--- src/design/circular_fifo_queue_top_assert.svh ---
// assertion macros used by the circular fifo queue datapath
`ifndef CIRCULAR_FIFO_QUEUE_TOP_ASSERT_SVH
`define CIRCULAR_FIFO_QUEUE_TOP_ASSERT_SVH

`ifndef NO_ASSERTIONS

// same-cycle implication, sampled on clk, off while in reset
`define CFQ_ASSERT_SAME(label, ante, cons) \
    label: assert property (@(posedge clk) disable iff (!rst_n) (ante) |-> (cons)) \
        else $error("cfq assertion failed");

// next-cycle implication, sampled on clk, off while in reset
`define CFQ_ASSERT_NEXT(label, ante, cons) \
    label: assert property (@(posedge clk) disable iff (!rst_n) (ante) |=> (cons)) \
        else $error("cfq assertion failed");

`else

`define CFQ_ASSERT_SAME(label, ante, cons)
`define CFQ_ASSERT_NEXT(label, ante, cons)

`endif

`endif

--- src/design/cfq_pkg.sv ---
// shared types and constants of the circular fifo queue
`timescale 1ns / 1ps
`default_nettype none

package cfq_pkg;

    // request operation codes
    typedef enum logic [2:0] {
        OP_ENQUEUE    = 3'd0,
        OP_DEQUEUE    = 3'd1,
        OP_PEEK_FRONT = 3'd2,
        OP_PEEK_REAR  = 3'd3,
        OP_READ_COUNT = 3'd4
    } cfq_op_t;

    // result status codes
    typedef enum logic [1:0] {
        STATUS_OK    = 2'd0,
        STATUS_FULL  = 2'd1,
        STATUS_EMPTY = 2'd2
    } cfq_status_t;

    // controller states
    typedef enum logic [0:0] {
        ST_IDLE = 1'b0,
        ST_EXEC = 1'b1
    } cfq_state_t;

    // commands from controller to datapath
    typedef struct packed {
        logic capture;   // latch request, start slot read
        logic execute;   // apply update, load result register
    } cfq_cmd_t;

    // payload widths
    localparam int OP_W    = 3;
    localparam int ITEM_W  = 32;
    localparam int STAT_W  = 2;
    localparam int COUNT_W = 5;

    // configuration port
    localparam int CFG_ADDR_W = 3;
    localparam int CFG_DATA_W = 32;
    localparam int CAP_W      = 5;
    localparam logic [0:0]       REG_CAPACITY = 1'b0;
    localparam logic [CAP_W-1:0] CAP_RESET    = 5'd16;

endpackage

`default_nettype wire

--- src/design/cfq_if.sv ---
// request and result channel interfaces of the circular fifo queue
`timescale 1ns / 1ps
`default_nettype none

interface cfq_req_if;
    logic                         valid;
    logic                         ready;
    logic [cfq_pkg::OP_W-1:0]     op;
    logic [cfq_pkg::ITEM_W-1:0]   item_value;

    modport source (output valid, output op, output item_value, input ready);
    modport sink   (input valid, input op, input item_value, output ready);
endinterface

interface cfq_rsp_if;
    logic                         valid;
    logic                         ready;
    logic [cfq_pkg::STAT_W-1:0]   status;
    logic [cfq_pkg::ITEM_W-1:0]   data_out;
    logic [cfq_pkg::COUNT_W-1:0]  count_out;

    modport source (output valid, output status, output data_out, output count_out,
                    input ready);
    modport sink   (input valid, input status, input data_out, input count_out,
                    output ready);
endinterface

`default_nettype wire

--- src/design/cfq_ctrl.sv ---
// controller: request and result handshakes and sequencing of each item
`timescale 1ns / 1ps
`default_nettype none

module cfq_ctrl (
    input  wire logic              clk,
    input  wire logic              rst_n,
    input  wire logic              req_valid,
    output logic                   req_ready,
    output logic                   rsp_valid,
    input  wire logic              rsp_ready,
    output cfq_pkg::cfq_cmd_t      cmd
);

    cfq_pkg::cfq_state_t state_reg;
    cfq_pkg::cfq_state_t state_next;
    logic                out_valid_reg;
    logic                out_valid_next;
    logic                result_free;

    // result register is free when empty or being taken this cycle
    assign result_free = !out_valid_reg || rsp_ready;

    // next state
    always_comb
    begin
        state_next = state_reg;
        unique case (state_reg)
            cfq_pkg::ST_IDLE:
            begin
                if (req_valid && result_free)
                begin
                    state_next = cfq_pkg::ST_EXEC;
                end
            end
            cfq_pkg::ST_EXEC:
            begin
                state_next = cfq_pkg::ST_IDLE;
            end
            default:
            begin
                state_next = cfq_pkg::ST_IDLE;
            end
        endcase
    end

    // outputs
    always_comb
    begin
        req_ready   = 1'b0;
        cmd.capture = 1'b0;
        cmd.execute = 1'b0;
        unique case (state_reg)
            cfq_pkg::ST_IDLE:
            begin
                req_ready   = result_free;
                cmd.capture = req_valid && result_free;
            end
            cfq_pkg::ST_EXEC:
            begin
                cmd.execute = 1'b1;
            end
            default:
            begin
                req_ready = 1'b0;
            end
        endcase
    end

    // result valid flag
    always_comb
    begin
        if (cmd.execute)
        begin
            out_valid_next = 1'b1;
        end
        else if (rsp_ready)
        begin
            out_valid_next = 1'b0;
        end
        else
        begin
            out_valid_next = out_valid_reg;
        end
    end

    assign rsp_valid = out_valid_reg;

    // state registers
    always_ff @(posedge clk or negedge rst_n)
    begin
        if (!rst_n)
        begin
            state_reg     <= cfq_pkg::ST_IDLE;
            out_valid_reg <= 1'b0;
        end
        else
        begin
            state_reg     <= state_next;
            out_valid_reg <= out_valid_next;
        end
    end

endmodule

`default_nettype wire

--- src/design/cfq_datapath.sv ---
// datapath: slot memory, head and tail indexes, fill count and result register
`timescale 1ns / 1ps
`default_nettype none

`include "circular_fifo_queue_top_assert.svh"

module cfq_datapath #(
    parameter int DEPTH      = 16,
    parameter int DATA_WIDTH = 32
) (
    input  wire logic                           clk,
    input  wire logic                           rst_n,
    input  wire cfq_pkg::cfq_cmd_t              cmd,
    input  wire logic [cfq_pkg::CAP_W-1:0]      capacity_in_use,
    input  wire logic [cfq_pkg::OP_W-1:0]       op,
    input  wire logic [cfq_pkg::ITEM_W-1:0]     item_value,
    output logic [cfq_pkg::STAT_W-1:0]          status,
    output logic [cfq_pkg::ITEM_W-1:0]          data_out,
    output logic [cfq_pkg::COUNT_W-1:0]         count_out
);

    localparam int IW    = $clog2(DEPTH);
    localparam int CNT_W = $clog2(DEPTH + 1);
    localparam int CW    = (CNT_W > cfq_pkg::CAP_W) ? CNT_W : cfq_pkg::CAP_W;
    localparam logic [CW-1:0] DEPTH_C = CW'(DEPTH);

    // slot memory
    logic [DATA_WIDTH-1:0] mem [DEPTH];

    logic [cfq_pkg::OP_W-1:0]    op_reg;
    logic [DATA_WIDTH-1:0]       item_reg;
    logic [DATA_WIDTH-1:0]       rd_data_reg;
    logic [IW-1:0]               head_reg;
    logic [IW-1:0]               head_next;
    logic [IW-1:0]               tail_reg;
    logic [IW-1:0]               tail_next;
    logic [CW-1:0]               fill_count_reg;
    logic [CW-1:0]               fill_count_next;
    logic [cfq_pkg::STAT_W-1:0]  status_reg;
    logic [cfq_pkg::STAT_W-1:0]  status_next;
    logic [cfq_pkg::ITEM_W-1:0]  data_out_reg;
    logic [cfq_pkg::ITEM_W-1:0]  data_out_next;
    logic [cfq_pkg::COUNT_W-1:0] count_out_reg;
    logic [CW-1:0]               cap_raw;
    logic [CW-1:0]               cap_eff;
    logic [IW-1:0]               rear_index;
    logic [IW-1:0]               rd_addr;
    logic [CW-1:0]               fill_dec;
    logic                        is_full;
    logic                        is_empty;
    logic                        mem_we;
    logic [63:0]                 item_wide;
    logic [63:0]                 rd_wide;

    // index step with wrap at capacity or depth
    function automatic logic [IW-1:0] next_index(input logic [IW-1:0] idx,
                                                 input logic [CW-1:0] cap);
        logic [CW-1:0] n;
        n = CW'(idx) + CW'(1);
        if (n >= cap || n >= DEPTH_C)
        begin
            return '0;
        end
        return n[IW-1:0];
    endfunction

    // effective capacity: zero acts as one, clamp at depth
    assign cap_raw = CW'(capacity_in_use);
    always_comb
    begin
        if (cap_raw == '0)
        begin
            cap_eff = CW'(1);
        end
        else if (cap_raw > DEPTH_C)
        begin
            cap_eff = DEPTH_C;
        end
        else
        begin
            cap_eff = cap_raw;
        end
    end

    // newest slot, wraps back from slot zero to capacity - 1
    always_comb
    begin
        if (tail_reg == '0)
        begin
            rear_index = IW'(cap_eff - CW'(1));
        end
        else
        begin
            rear_index = tail_reg - IW'(1);
        end
    end

    // slot read address for the incoming item
    assign rd_addr = (op == cfq_pkg::OP_PEEK_REAR) ? rear_index : head_reg;

    // request capture and registered slot read
    assign item_wide = 64'(item_value);
    always_ff @(posedge clk)
    begin
        if (cmd.capture)
        begin
            op_reg      <= op;
            item_reg    <= item_wide[DATA_WIDTH-1:0];
            rd_data_reg <= mem[rd_addr];
        end
        if (mem_we)
        begin
            mem[tail_reg] <= item_reg;
        end
    end

    assign is_full  = fill_count_reg >= cap_eff;
    assign is_empty = fill_count_reg == '0;
    assign fill_dec = fill_count_reg - CW'(1);
    assign rd_wide  = 64'(rd_data_reg);

    // operation update
    always_comb
    begin
        head_next       = head_reg;
        tail_next       = tail_reg;
        fill_count_next = fill_count_reg;
        status_next     = cfq_pkg::STATUS_OK;
        data_out_next   = '0;
        mem_we          = 1'b0;
        unique case (op_reg) inside
            cfq_pkg::OP_ENQUEUE:
            begin
                if (is_full)
                begin
                    status_next = cfq_pkg::STATUS_FULL;
                end
                else
                begin
                    mem_we          = cmd.execute;
                    tail_next       = next_index(tail_reg, cap_eff);
                    fill_count_next = fill_count_reg + CW'(1);
                end
            end
            cfq_pkg::OP_DEQUEUE:
            begin
                if (is_empty)
                begin
                    status_next = cfq_pkg::STATUS_EMPTY;
                end
                else
                begin
                    data_out_next   = rd_wide[cfq_pkg::ITEM_W-1:0];
                    fill_count_next = fill_dec;
                    if (fill_dec == '0)
                    begin
                        head_next = '0;
                        tail_next = '0;
                    end
                    else
                    begin
                        head_next = next_index(head_reg, cap_eff);
                    end
                end
            end
            cfq_pkg::OP_PEEK_FRONT, cfq_pkg::OP_PEEK_REAR:
            begin
                if (is_empty)
                begin
                    status_next = cfq_pkg::STATUS_EMPTY;
                end
                else
                begin
                    data_out_next = rd_wide[cfq_pkg::ITEM_W-1:0];
                end
            end
            default:
            begin
                // read count and unused codes
                if (is_empty)
                begin
                    status_next = cfq_pkg::STATUS_EMPTY;
                end
            end
        endcase
    end

    // queue control state
    always_ff @(posedge clk or negedge rst_n)
    begin
        if (!rst_n)
        begin
            head_reg       <= '0;
            tail_reg       <= '0;
            fill_count_reg <= '0;
        end
        else if (cmd.execute)
        begin
            head_reg       <= head_next;
            tail_reg       <= tail_next;
            fill_count_reg <= fill_count_next;
        end
    end

    // result register
    always_ff @(posedge clk)
    begin
        if (cmd.execute)
        begin
            status_reg    <= status_next;
            data_out_reg  <= data_out_next;
            count_out_reg <= fill_count_next[cfq_pkg::COUNT_W-1:0];
        end
    end

    assign status    = status_reg;
    assign data_out  = data_out_reg;
    assign count_out = count_out_reg;

    // checks
    `CFQ_ASSERT_SAME(a_fill_bound, 1'b1, fill_count_reg <= DEPTH_C)
    `CFQ_ASSERT_SAME(a_empty_idx, fill_count_reg == '0, head_reg == '0 && tail_reg == '0)
    `CFQ_ASSERT_NEXT(a_enq_grow, mem_we, fill_count_reg == $past(fill_count_reg) + CW'(1))
    `CFQ_ASSERT_SAME(a_cmd_excl, 1'b1, !(cmd.capture && cmd.execute))

endmodule

`default_nettype wire

--- src/design/circular_fifo_queue_top.sv ---
// top level of the circular fifo queue: channels, config register, submodules
//
//  channel | dir | payload                        | handshake
//  --------+-----+--------------------------------+--------------------------
//  req     | in  | op, item_value                 | valid / ready
//  rsp     | out | status, data_out, count_out    | valid / ready
//  apb     | in  | capacity_in_use at address 0   | psel, penable, pready = 1
//
//  each item is first captured, which issues the slot read, and then applies
//  the update and loads the result register; the registered slot read sets
//  this order.
//  reset clears head, tail and count and sets capacity to 16; slots are not
//  cleared, so the block takes items as soon as reset ends.
//  a result waits in its register until taken; the next item is accepted in
//  the same cycle the waiting result is taken.
`timescale 1ns / 1ps
`default_nettype none

module circular_fifo_queue_top #(
    parameter int DEPTH      = 16,
    parameter int DATA_WIDTH = 32
) (
    input  wire logic                              clk,
    input  wire logic                              rst_n,
    cfq_req_if.sink                                req,
    cfq_rsp_if.source                              rsp,
    input  wire logic                              psel,
    input  wire logic                              penable,
    input  wire logic                              pwrite,
    input  wire logic [cfq_pkg::CFG_ADDR_W-1:0]    paddr,
    input  wire logic [cfq_pkg::CFG_DATA_W-1:0]    pwdata,
    output logic [cfq_pkg::CFG_DATA_W-1:0]         prdata,
    output logic                                   pready
);

    logic [cfq_pkg::CAP_W-1:0] capacity_reg;
    logic                      cfg_write;
    logic                      cap_sel;
    cfq_pkg::cfq_cmd_t         cmd;

    // config register decode
    assign pready    = 1'b1;
    assign cap_sel   = paddr[cfq_pkg::CFG_ADDR_W-1:2] == cfq_pkg::REG_CAPACITY;
    assign cfg_write = psel && penable && pwrite && pready && cap_sel;

    always_ff @(posedge clk or negedge rst_n)
    begin
        if (!rst_n)
        begin
            capacity_reg <= cfq_pkg::CAP_RESET;
        end
        else if (cfg_write)
        begin
            capacity_reg <= pwdata[cfq_pkg::CAP_W-1:0];
        end
    end

    // config read back
    assign prdata = cap_sel ? cfq_pkg::CFG_DATA_W'(capacity_reg) : '0;

    // controller
    cfq_ctrl u_ctrl (
        .clk       (clk),
        .rst_n     (rst_n),
        .req_valid (req.valid),
        .req_ready (req.ready),
        .rsp_valid (rsp.valid),
        .rsp_ready (rsp.ready),
        .cmd       (cmd)
    );

    // datapath
    cfq_datapath #(
        .DEPTH      (DEPTH),
        .DATA_WIDTH (DATA_WIDTH)
    ) u_datapath (
        .clk             (clk),
        .rst_n           (rst_n),
        .cmd             (cmd),
        .capacity_in_use (capacity_reg),
        .op              (req.op),
        .item_value      (req.item_value),
        .status          (rsp.status),
        .data_out        (rsp.data_out),
        .count_out       (rsp.count_out)
    );

endmodule

`default_nettype wire
--- src/flat_wrapper.sv ---
// flat-port wrapper written by rule: the top's interface ports become plain ports
module circular_fifo_queue_top_flat 
#(
    parameter int DEPTH      = 16,
    parameter int DATA_WIDTH = 32
)
  (clk, rst_n, psel, penable, pwrite, paddr, pwdata, prdata, pready, req_valid, req_op, req_item_value, req_ready, rsp_valid, rsp_status, rsp_data_out, rsp_count_out, rsp_ready);
  cfq_req_if req_i ();
  cfq_rsp_if rsp_i ();
  input  wire logic clk;
  input  wire logic rst_n;
  input  wire logic psel;
  input  wire logic penable;
  input  wire logic pwrite;
  input  wire logic [cfq_pkg::CFG_ADDR_W-1:0] paddr;
  input  wire logic [cfq_pkg::CFG_DATA_W-1:0] pwdata;
  output logic [cfq_pkg::CFG_DATA_W-1:0] prdata;
  output logic pready;
  input wire logic [$bits(req_i.valid)-1:0] req_valid;
  input wire logic [$bits(req_i.op)-1:0] req_op;
  input wire logic [$bits(req_i.item_value)-1:0] req_item_value;
  output wire logic [$bits(req_i.ready)-1:0] req_ready;
  output wire logic [$bits(rsp_i.valid)-1:0] rsp_valid;
  output wire logic [$bits(rsp_i.status)-1:0] rsp_status;
  output wire logic [$bits(rsp_i.data_out)-1:0] rsp_data_out;
  output wire logic [$bits(rsp_i.count_out)-1:0] rsp_count_out;
  input wire logic [$bits(rsp_i.ready)-1:0] rsp_ready;
  assign req_i.valid = req_valid;
  assign req_i.op = req_op;
  assign req_i.item_value = req_item_value;
  assign req_ready = req_i.ready;
  assign rsp_valid = rsp_i.valid;
  assign rsp_status = rsp_i.status;
  assign rsp_data_out = rsp_i.data_out;
  assign rsp_count_out = rsp_i.count_out;
  assign rsp_i.ready = rsp_ready;
  circular_fifo_queue_top #(.DEPTH(DEPTH), .DATA_WIDTH(DATA_WIDTH)) u_core (.clk(clk), .rst_n(rst_n), .req(req_i), .rsp(rsp_i), .psel(psel), .penable(penable), .pwrite(pwrite), .paddr(paddr), .pwdata(pwdata), .prdata(prdata), .pready(pready));
endmodule
--- config.mk ---
export PLATFORM = sky130hd
export DESIGN_NAME = circular_fifo_queue_top_flat
export DESIGN_NICKNAME = d
export VERILOG_FILES = /design/src/design/cfq_pkg.sv /design/src/design/cfq_if.sv /design/src/design/cfq_ctrl.sv /design/src/design/cfq_datapath.sv /design/src/design/circular_fifo_queue_top.sv /design/src/flat_wrapper.sv
export VERILOG_INCLUDE_DIRS = /design/src /design/src/design
export SDC_FILE = /design/constraint.sdc
export NUM_CORES = 1
export LEC_CHECK = 0
export BUFFER_PORTS_ARGS = -buffer_cell sky130_fd_sc_hd__buf_4
export CORE_AREA = 5 5 224 226
export DETAILED_ROUTE_END_ITERATION = 6
export DIE_AREA = 0 0 229 231
export PLACE_DENSITY_LB_ADDON = 0.2
export SLEW_MARGIN = 20
export SYNTH_ARGS = -nofsm -noshare
export SYNTH_HDL_FRONTEND = slang
export SYNTH_SLANG_ARGS = --single-unit
--- constraint.sdc ---
create_clock -name clk -period 18.2 [get_ports clk]
set_input_delay 1.82 -clock clk [delete_from_list [all_inputs] [get_ports clk]]
set_output_delay 1.82 -clock clk [all_outputs]
set_load 0.1 [all_outputs]
; ---- Yosys cells after proc, flatten, opt, wreduce, memory -nomap -nowiden
; Memories as Yosys holds them, arrays and structs flattened. A register that Yosys moved wholly into a read port is not among the register bits.
; Index checks and enable logic that the tools add are counted.
[word_totals]
reg_bits = 94
ram_bits = 512
output_inout_bits = 74
wordCells = 92
n_memories = 1
[op_classes]
n_addsub = 6
magnitude_cmp = 6
eq_ne = 7
mux = 38
bitwise = 4
n_reduce_logical = 19
[memory_table]
columns = name, words, width, rd, rd_ports_with_merged_regs, wr, line
row1 = u_core.u_datapath.mem, 16, 32, 1, 1, 1, cfq_datapath.sv:28  ; logic [DATA_WIDTH-1:0] mem [DEPTH];
[op_table]
columns = operator, n
row1 = $mux 4, 10
row2 = $mux 5, 5
row3 = $mux 1, 18
row4 = $ge 5x5->1, 3
row5 = $logic_not 5->1, 3
row6 = $add 4x1->5 const B, 2
row7 = $ge 5x5->1 const B, 2
row8 = $pmux 5 s2, 1
row9 = $eq 3x2->1 const B, 3
row10 = $pmux 4 s2, 1
row11 = $sub 4x1->4 const B, 2
row12 = $add 5x1->5 const B, 1
row13 = $gt 5x5->1 const B, 1
row14 = $reduce_and 5->1, 1
row15 = $sub 5x1->5 const B, 1
row16 = $logic_and 1x1->1, 4
row17 = $logic_not 4->1, 1
row18 = $mux 2, 2
row19 = $ne 2x2->1 const B, 2
row20 = $not 1->1, 4
row21 = $reduce_bool 2->1, 2
row22 = $eq 3x1->1 const B, 1
row23 = $logic_not 3->1, 1
row24 = $logic_or 1x1->1, 3
row25 = 6 further kinds, 6

; ---- Depth between registers and ports, before layout
[logic_depth]
depth_word = 11
depth_mapped = 13

; ---- Cells and area by module
; From an unflattened synthesis, not the netlist that was laid out.
[unflattened]
cells_unflattened = 1207
hier_area_um2 = 25101.6
[modules_own_cells]
columns = module, instances, cells_per_inst, area_each_um2
row1 = cfq_datapath, 1, 1153, 24532.3
row2 = circular_fifo_queue_top, 1, 46, 467.9
row3 = cfq_ctrl, 1, 8, 101.3

; ---- Least setup slack after synthesis
; Ideal clock, no wire load.
[synth_timing]
path_type = flip-flop to flip-flop
start = register u_core.u_ctrl.state_reg
end = memory u_core.u_datapath.mem[8][0] (enable)
arrival_time_ns = 5.420
required_time_ns = 17.699
path_slack_ns = 12.279
stages_incl_launch_ff = 6
n_path_buf = 1
cell_sequence = dfrtp_1 > nand2_1 > a2111oi_0 > o21ai_0 > clkbuf_1 > nor4_1
[synth_via]
elab_chain_len = 5
[synth_lines]
columns = element, line
row1 = start: declaration, cfq_ctrl.sv:15  ; cfq_pkg::cfq_state_t state_reg;
row2 = start signal: assignment, cfq_ctrl.sv:94  ; state_reg <= cfq_pkg::ST_IDLE;
row3 = start signal: assignment, cfq_ctrl.sv:99  ; state_reg <= state_next;
row4 = $mux 1, cfq_ctrl.sv:53  ; unique case (state_reg)
row5 = $mux 1, cfq_datapath.sv:134  ; if (is_full)
row6 = $mux 1, cfq_datapath.sv:131  ; unique case (op_reg) inside
row7 = $mux 1, cfq_datapath.sv:111  ; if (mem_we)
row8 = $mux 1 (not written as such), cfq_datapath.sv:113  ; mem[tail_reg] <= item_reg;
row9 = end: declaration, cfq_datapath.sv:28
; No other way between the ends.

; ---- Worst setup path in the final report
[layout_timing]
start = input port req_op[2]
end = register u_core.u_datapath.rd_data_reg[9], read port of u_core.u_datapath.mem, data pin
[layout_via]
elab_chain_len = 2
[layout_lines]
columns = element, line
row1 = start: declaration, flat_wrapper.sv:20  ; input wire logic [$bits(req_i.op)-1:0] req_op;
row2 = $eq 3x2->1, cfq_datapath.sv:99  ; assign rd_addr = (op == cfq_pkg::OP_PEEK_REAR) ? rear_index : head_reg;
row3 = $mux 4, cfq_datapath.sv:99
row4 = end: declaration, cfq_datapath.sv:32  ; logic [DATA_WIDTH-1:0] rd_data_reg;
; No other way between the ends.
; A chain may end at the register's enable or synchronous reset.

==> summary.txt <==
Power
  • Power Internal: 2.86 mW
  • Switching pwr: 1.12 mW
  • Switching portion of total power: 0.281
  • Comb pwr share: 0.236
  • Leak: 9.91 nW
  • Total power: 3.97 mW
  • Seq pwr share: 0.436
  • Clk pwr share: 0.329
  • P per Cell Area: 134 nW/um^2
  • Max rail drop VDD: 0.127 mV

Setup path
  • Top delay family on crit path: buffers and inverters
  • Crit-path most repeated cell: mux2i_1
  • Kind of critical path: primary input to flop
  • Flop2flop setup slack: 13.23 ns
  • FF-to-FF path depth: 12
  • Worst Path Arrival: 5.27 ns
  • FF-to-FF End: u_core.u_datapath.rd_data_reg[9]$_DFFE_PP_
  • Critical Path End Type: flop
  • Slowest-stage cell, CP: buf_4
  • Critical-path cell list: buf_4 -> nand3b_1 -> mux2i_4 -> buf_12 -> buf_4 -> mux2i_1 -> mux2i_1 -> mux2i_1 -> mux2i_1
  • WP data required: 18.48 ns
  • Combined buffer and inverter count along the critical path: 3
  • Startpoint Class: primary input
  • CP max stage delay: 0.93 ns
  • CP Max Fanout: 146
  • Reg-to-reg startpoint: u_core.u_datapath.tail_reg[0]$_DFFE_PN0P_

Hold path
  • Worst Hold Launch: u_core.u_datapath.rd_data_reg[0]$_DFFE_PP_
  • Worst hold path depth: 1
  • Min-Delay Path Class: flop to flop
  • Hold EP: u_core.u_datapath.data_out[0]$_SDFFCE_PP0P_

Floorplan
  • Die area: 52900 um^2
  • Io pins: 151
  • Rows: 81
  • Chip width: 229 um
  • Core Region: 48100 um^2
  • Die height: 231 um
  • Initial Util: 0.542

Drt
  • Antenna Nets Post-Route: 0
  • Wirelength per Cell: 22.9 um
  • Met3 Wirelength: 2.11 mm
  • Final Routed Wirelength: 51.3 mm
  • Wire length on met2: 25.1 mm
  • Vias per inst: 5.64
  • M1 WL: 23.0 mm
  • 1st-iter DRT viols: 912
  • DR vias: 12600
  • DRC: 0
  • First-pass iteration count of the detailed router: 5
  • Uppermost layer routed: met4

STA
  • Setup violations, final: 0
  • Setup_tns: 0 ns
  • Final Cycle Share: 0.275
  • Final Worst Setup Slack: 13.20 ns
  • Final min period: 5.00 ns
  • Rel. slew slack: 0.246
  • Fmax achieved: 200 MHz
  • Worst slew pin tran: 1.13 ns
  • Hold Fails Final Rpt: 0
  • RSZ-0062 raised after global routing: no
  • Final Max Tran Viols: 0
  • Setup Skew: 0.0174 ns

Clock network
  • Worst skew pair latency: 0.58 ns
  • CTS HTree Levels: 3
  • Cts repair resizes: 0
  • Total CTS buffers: 66
  • Root buffer cell: clkbuf_16
  • Clk sinks: 638
  • Post-CTS Setup Inserts: 0
  • Clock tree buffer depth: 3
  • Clk slew on worst S/H paths: 0.06 ns
  • Hold_buf cts: 0
  • CTS tree: done

Logic synthesis
  • Sequential-to-total area share from yosys stat: 0.730
  • Ys async rst share: 0.0313
  • Ys Warns: 0
  • Average size of a mapped cell: 17.9 um^2
  • Post-synth top area share: 0.711
  • Most frequent cells after synthesis: edfxtp_1, mux2i_1, buf_4
  • Cell with the most instances after synthesis: edfxtp_1
  • Predominant post-synthesis flop cell: edfxtp_1
  • Syn Inst Count: 1458
  • Synth area leaders: edfxtp_1, mux2i_1, dfrtp_1, ha_1, buf_4
  • Mapped cell area: 26100 um^2
  • Netlist cell types: 52
  • EDFF count, synth: 618
  • Largest area contributor in the netlist: edfxtp_1
  • Yosys reg bits: 638

Global route
  • Initial antenna violation count: 1
  • First-pass GRT wire length: 77.6 mm
  • Pin count of the biggest net entering global routing: 147
  • Vias in the first global route: 12700
  • GRT Util Overall: 0.193
  • Gr ovfl total: 0

Flow run
  • Max-cap viol count: 0

Place
  • Placed Cells: 2136
  • Post-detail-place hpwl: 25.7 mm
  • Area after DPL: 27500 um^2
  • Gpl congestion: 0.788
  • DP Worst Slack: 12.62 ns
  • PortBufs: 93

Finish
  • Layout Area Growth over Synthesis: 13.1%
  • Diode count: 0
  • Layout cells sized above 1: 0.148
  • Max reg flops: 512
  • Finished Layout Cells: 2243
  • Biggest register: u_core.u_datapath.mem
  • Design Area, Final: 29500 um^2
  • Final nets: 1683
  • Fillers: 3473

Run status
  • Status: finished, final reports clean
final cells by class:
class                      count  area [um^2]  share of cell area
clock inverter                24          275             0.00932
inverter                      20         75.1             0.00254
sequential                   638        19100               0.646
multi-input combinational    736         6610               0.224
tap                          622          778              0.0264
clock buffer                  83         1800              0.0610
timing repair buffer         120          926              0.0314
worst max path at each step:
stage                                              start                                           to  slack, ns  cells after the start
2_1_floorplan          u_core.u_ctrl.state_reg$_DFF_PN0_        u_core.u_datapath.mem[8][0]$_DFFE_PP_      12.28                      5
3_3_place_gp                                   req_op[2]  u_core.u_datapath.rd_data_reg[21]$_DFFE_PP_      12.68                      9
3_5_place_dp                                   req_op[2]  u_core.u_datapath.rd_data_reg[21]$_DFFE_PP_      12.62                      9
4_1_cts        u_core.u_datapath.tail_reg[0]$_DFFE_PN0P_   u_core.u_datapath.rd_data_reg[9]$_DFFE_PP_      13.21                     12
5_1_grt        u_core.u_datapath.tail_reg[0]$_DFFE_PN0P_   u_core.u_datapath.rd_data_reg[4]$_DFFE_PP_      12.93                     12
6_report                                       req_op[2]   u_core.u_datapath.rd_data_reg[9]$_DFFE_PP_      13.20                      9
cell families after synthesis:
logic type,after synthesis,synth area share
flip-flops,638,0.730
adder cells (fa/ha/maj),24,0.0115
AO/OA/AOI/OAI,55,0.0150
buffers and inverters,110,0.0243
other,2,0.000288
AND/OR/NAND/NOR,129,0.0271
XOR/XNOR,6,0.00201
multiplexers,494,0.190
metal layers:
metal / vias to the layer above / global-route usage
met5: - / 0
met3: 84 / 0.0330
met1: 6446 / 0.268
met4: 0 / 0.0581
met2: 263 / 0.319
li1: 5847 / -
power by group through the flow:
stage,Combinational (mW),Clock [mW],Sequential (mW)
6_report,0.936,1.30,1.73
5_1_grt,1.01,1.40,1.74
4_1_cts,0.946,1.33,1.73
3_5_place_dp,0.943,0,1.76
3_3_place_gp,0.927,0,1.76
2_1_floorplan,0.704,0,1.81
per-stage QoR:
stage           util  hold WS [ns]
3_3_place_gp   0.570         0.500
4_1_cts        0.613         0.518
6_report       0.613         0.516
5_1_grt        0.613         0.536
3_5_place_dp   0.570         0.506
2_1_floorplan      -         0.489
cells in the final DEF (no fill, tap or decap), drive strengths merged, types with 3 or more instances in the layout:
| cell type | count |
|---|---|
| ha | 24 |
| nor4 | 3 |
| nand2 | 23 |
| mux2i | 484 |
| inv | 20 |
| nand3 | 8 |
| bufinv | 6 |
| nor2b | 5 |
| a21oi | 11 |
| edfxtp | 618 |
| nor2 | 17 |
| and2 | 34 |
| nor3 | 12 |
| o2111ai | 3 |
| dfrtp | 19 |
| conb | 28 |
| o211ai | 6 |
| and3 | 10 |
| xnor2 | 6 |
| mux2 | 10 |
| o21a | 4 |
| a21o | 4 |
| clkinv | 16 |
| a22o | 3 |
| clkbuf | 83 |
| o21ai | 11 |
| nand2b | 8 |
| buf | 120 |
No activity file was read; power rests on OpenSTA's default activity.
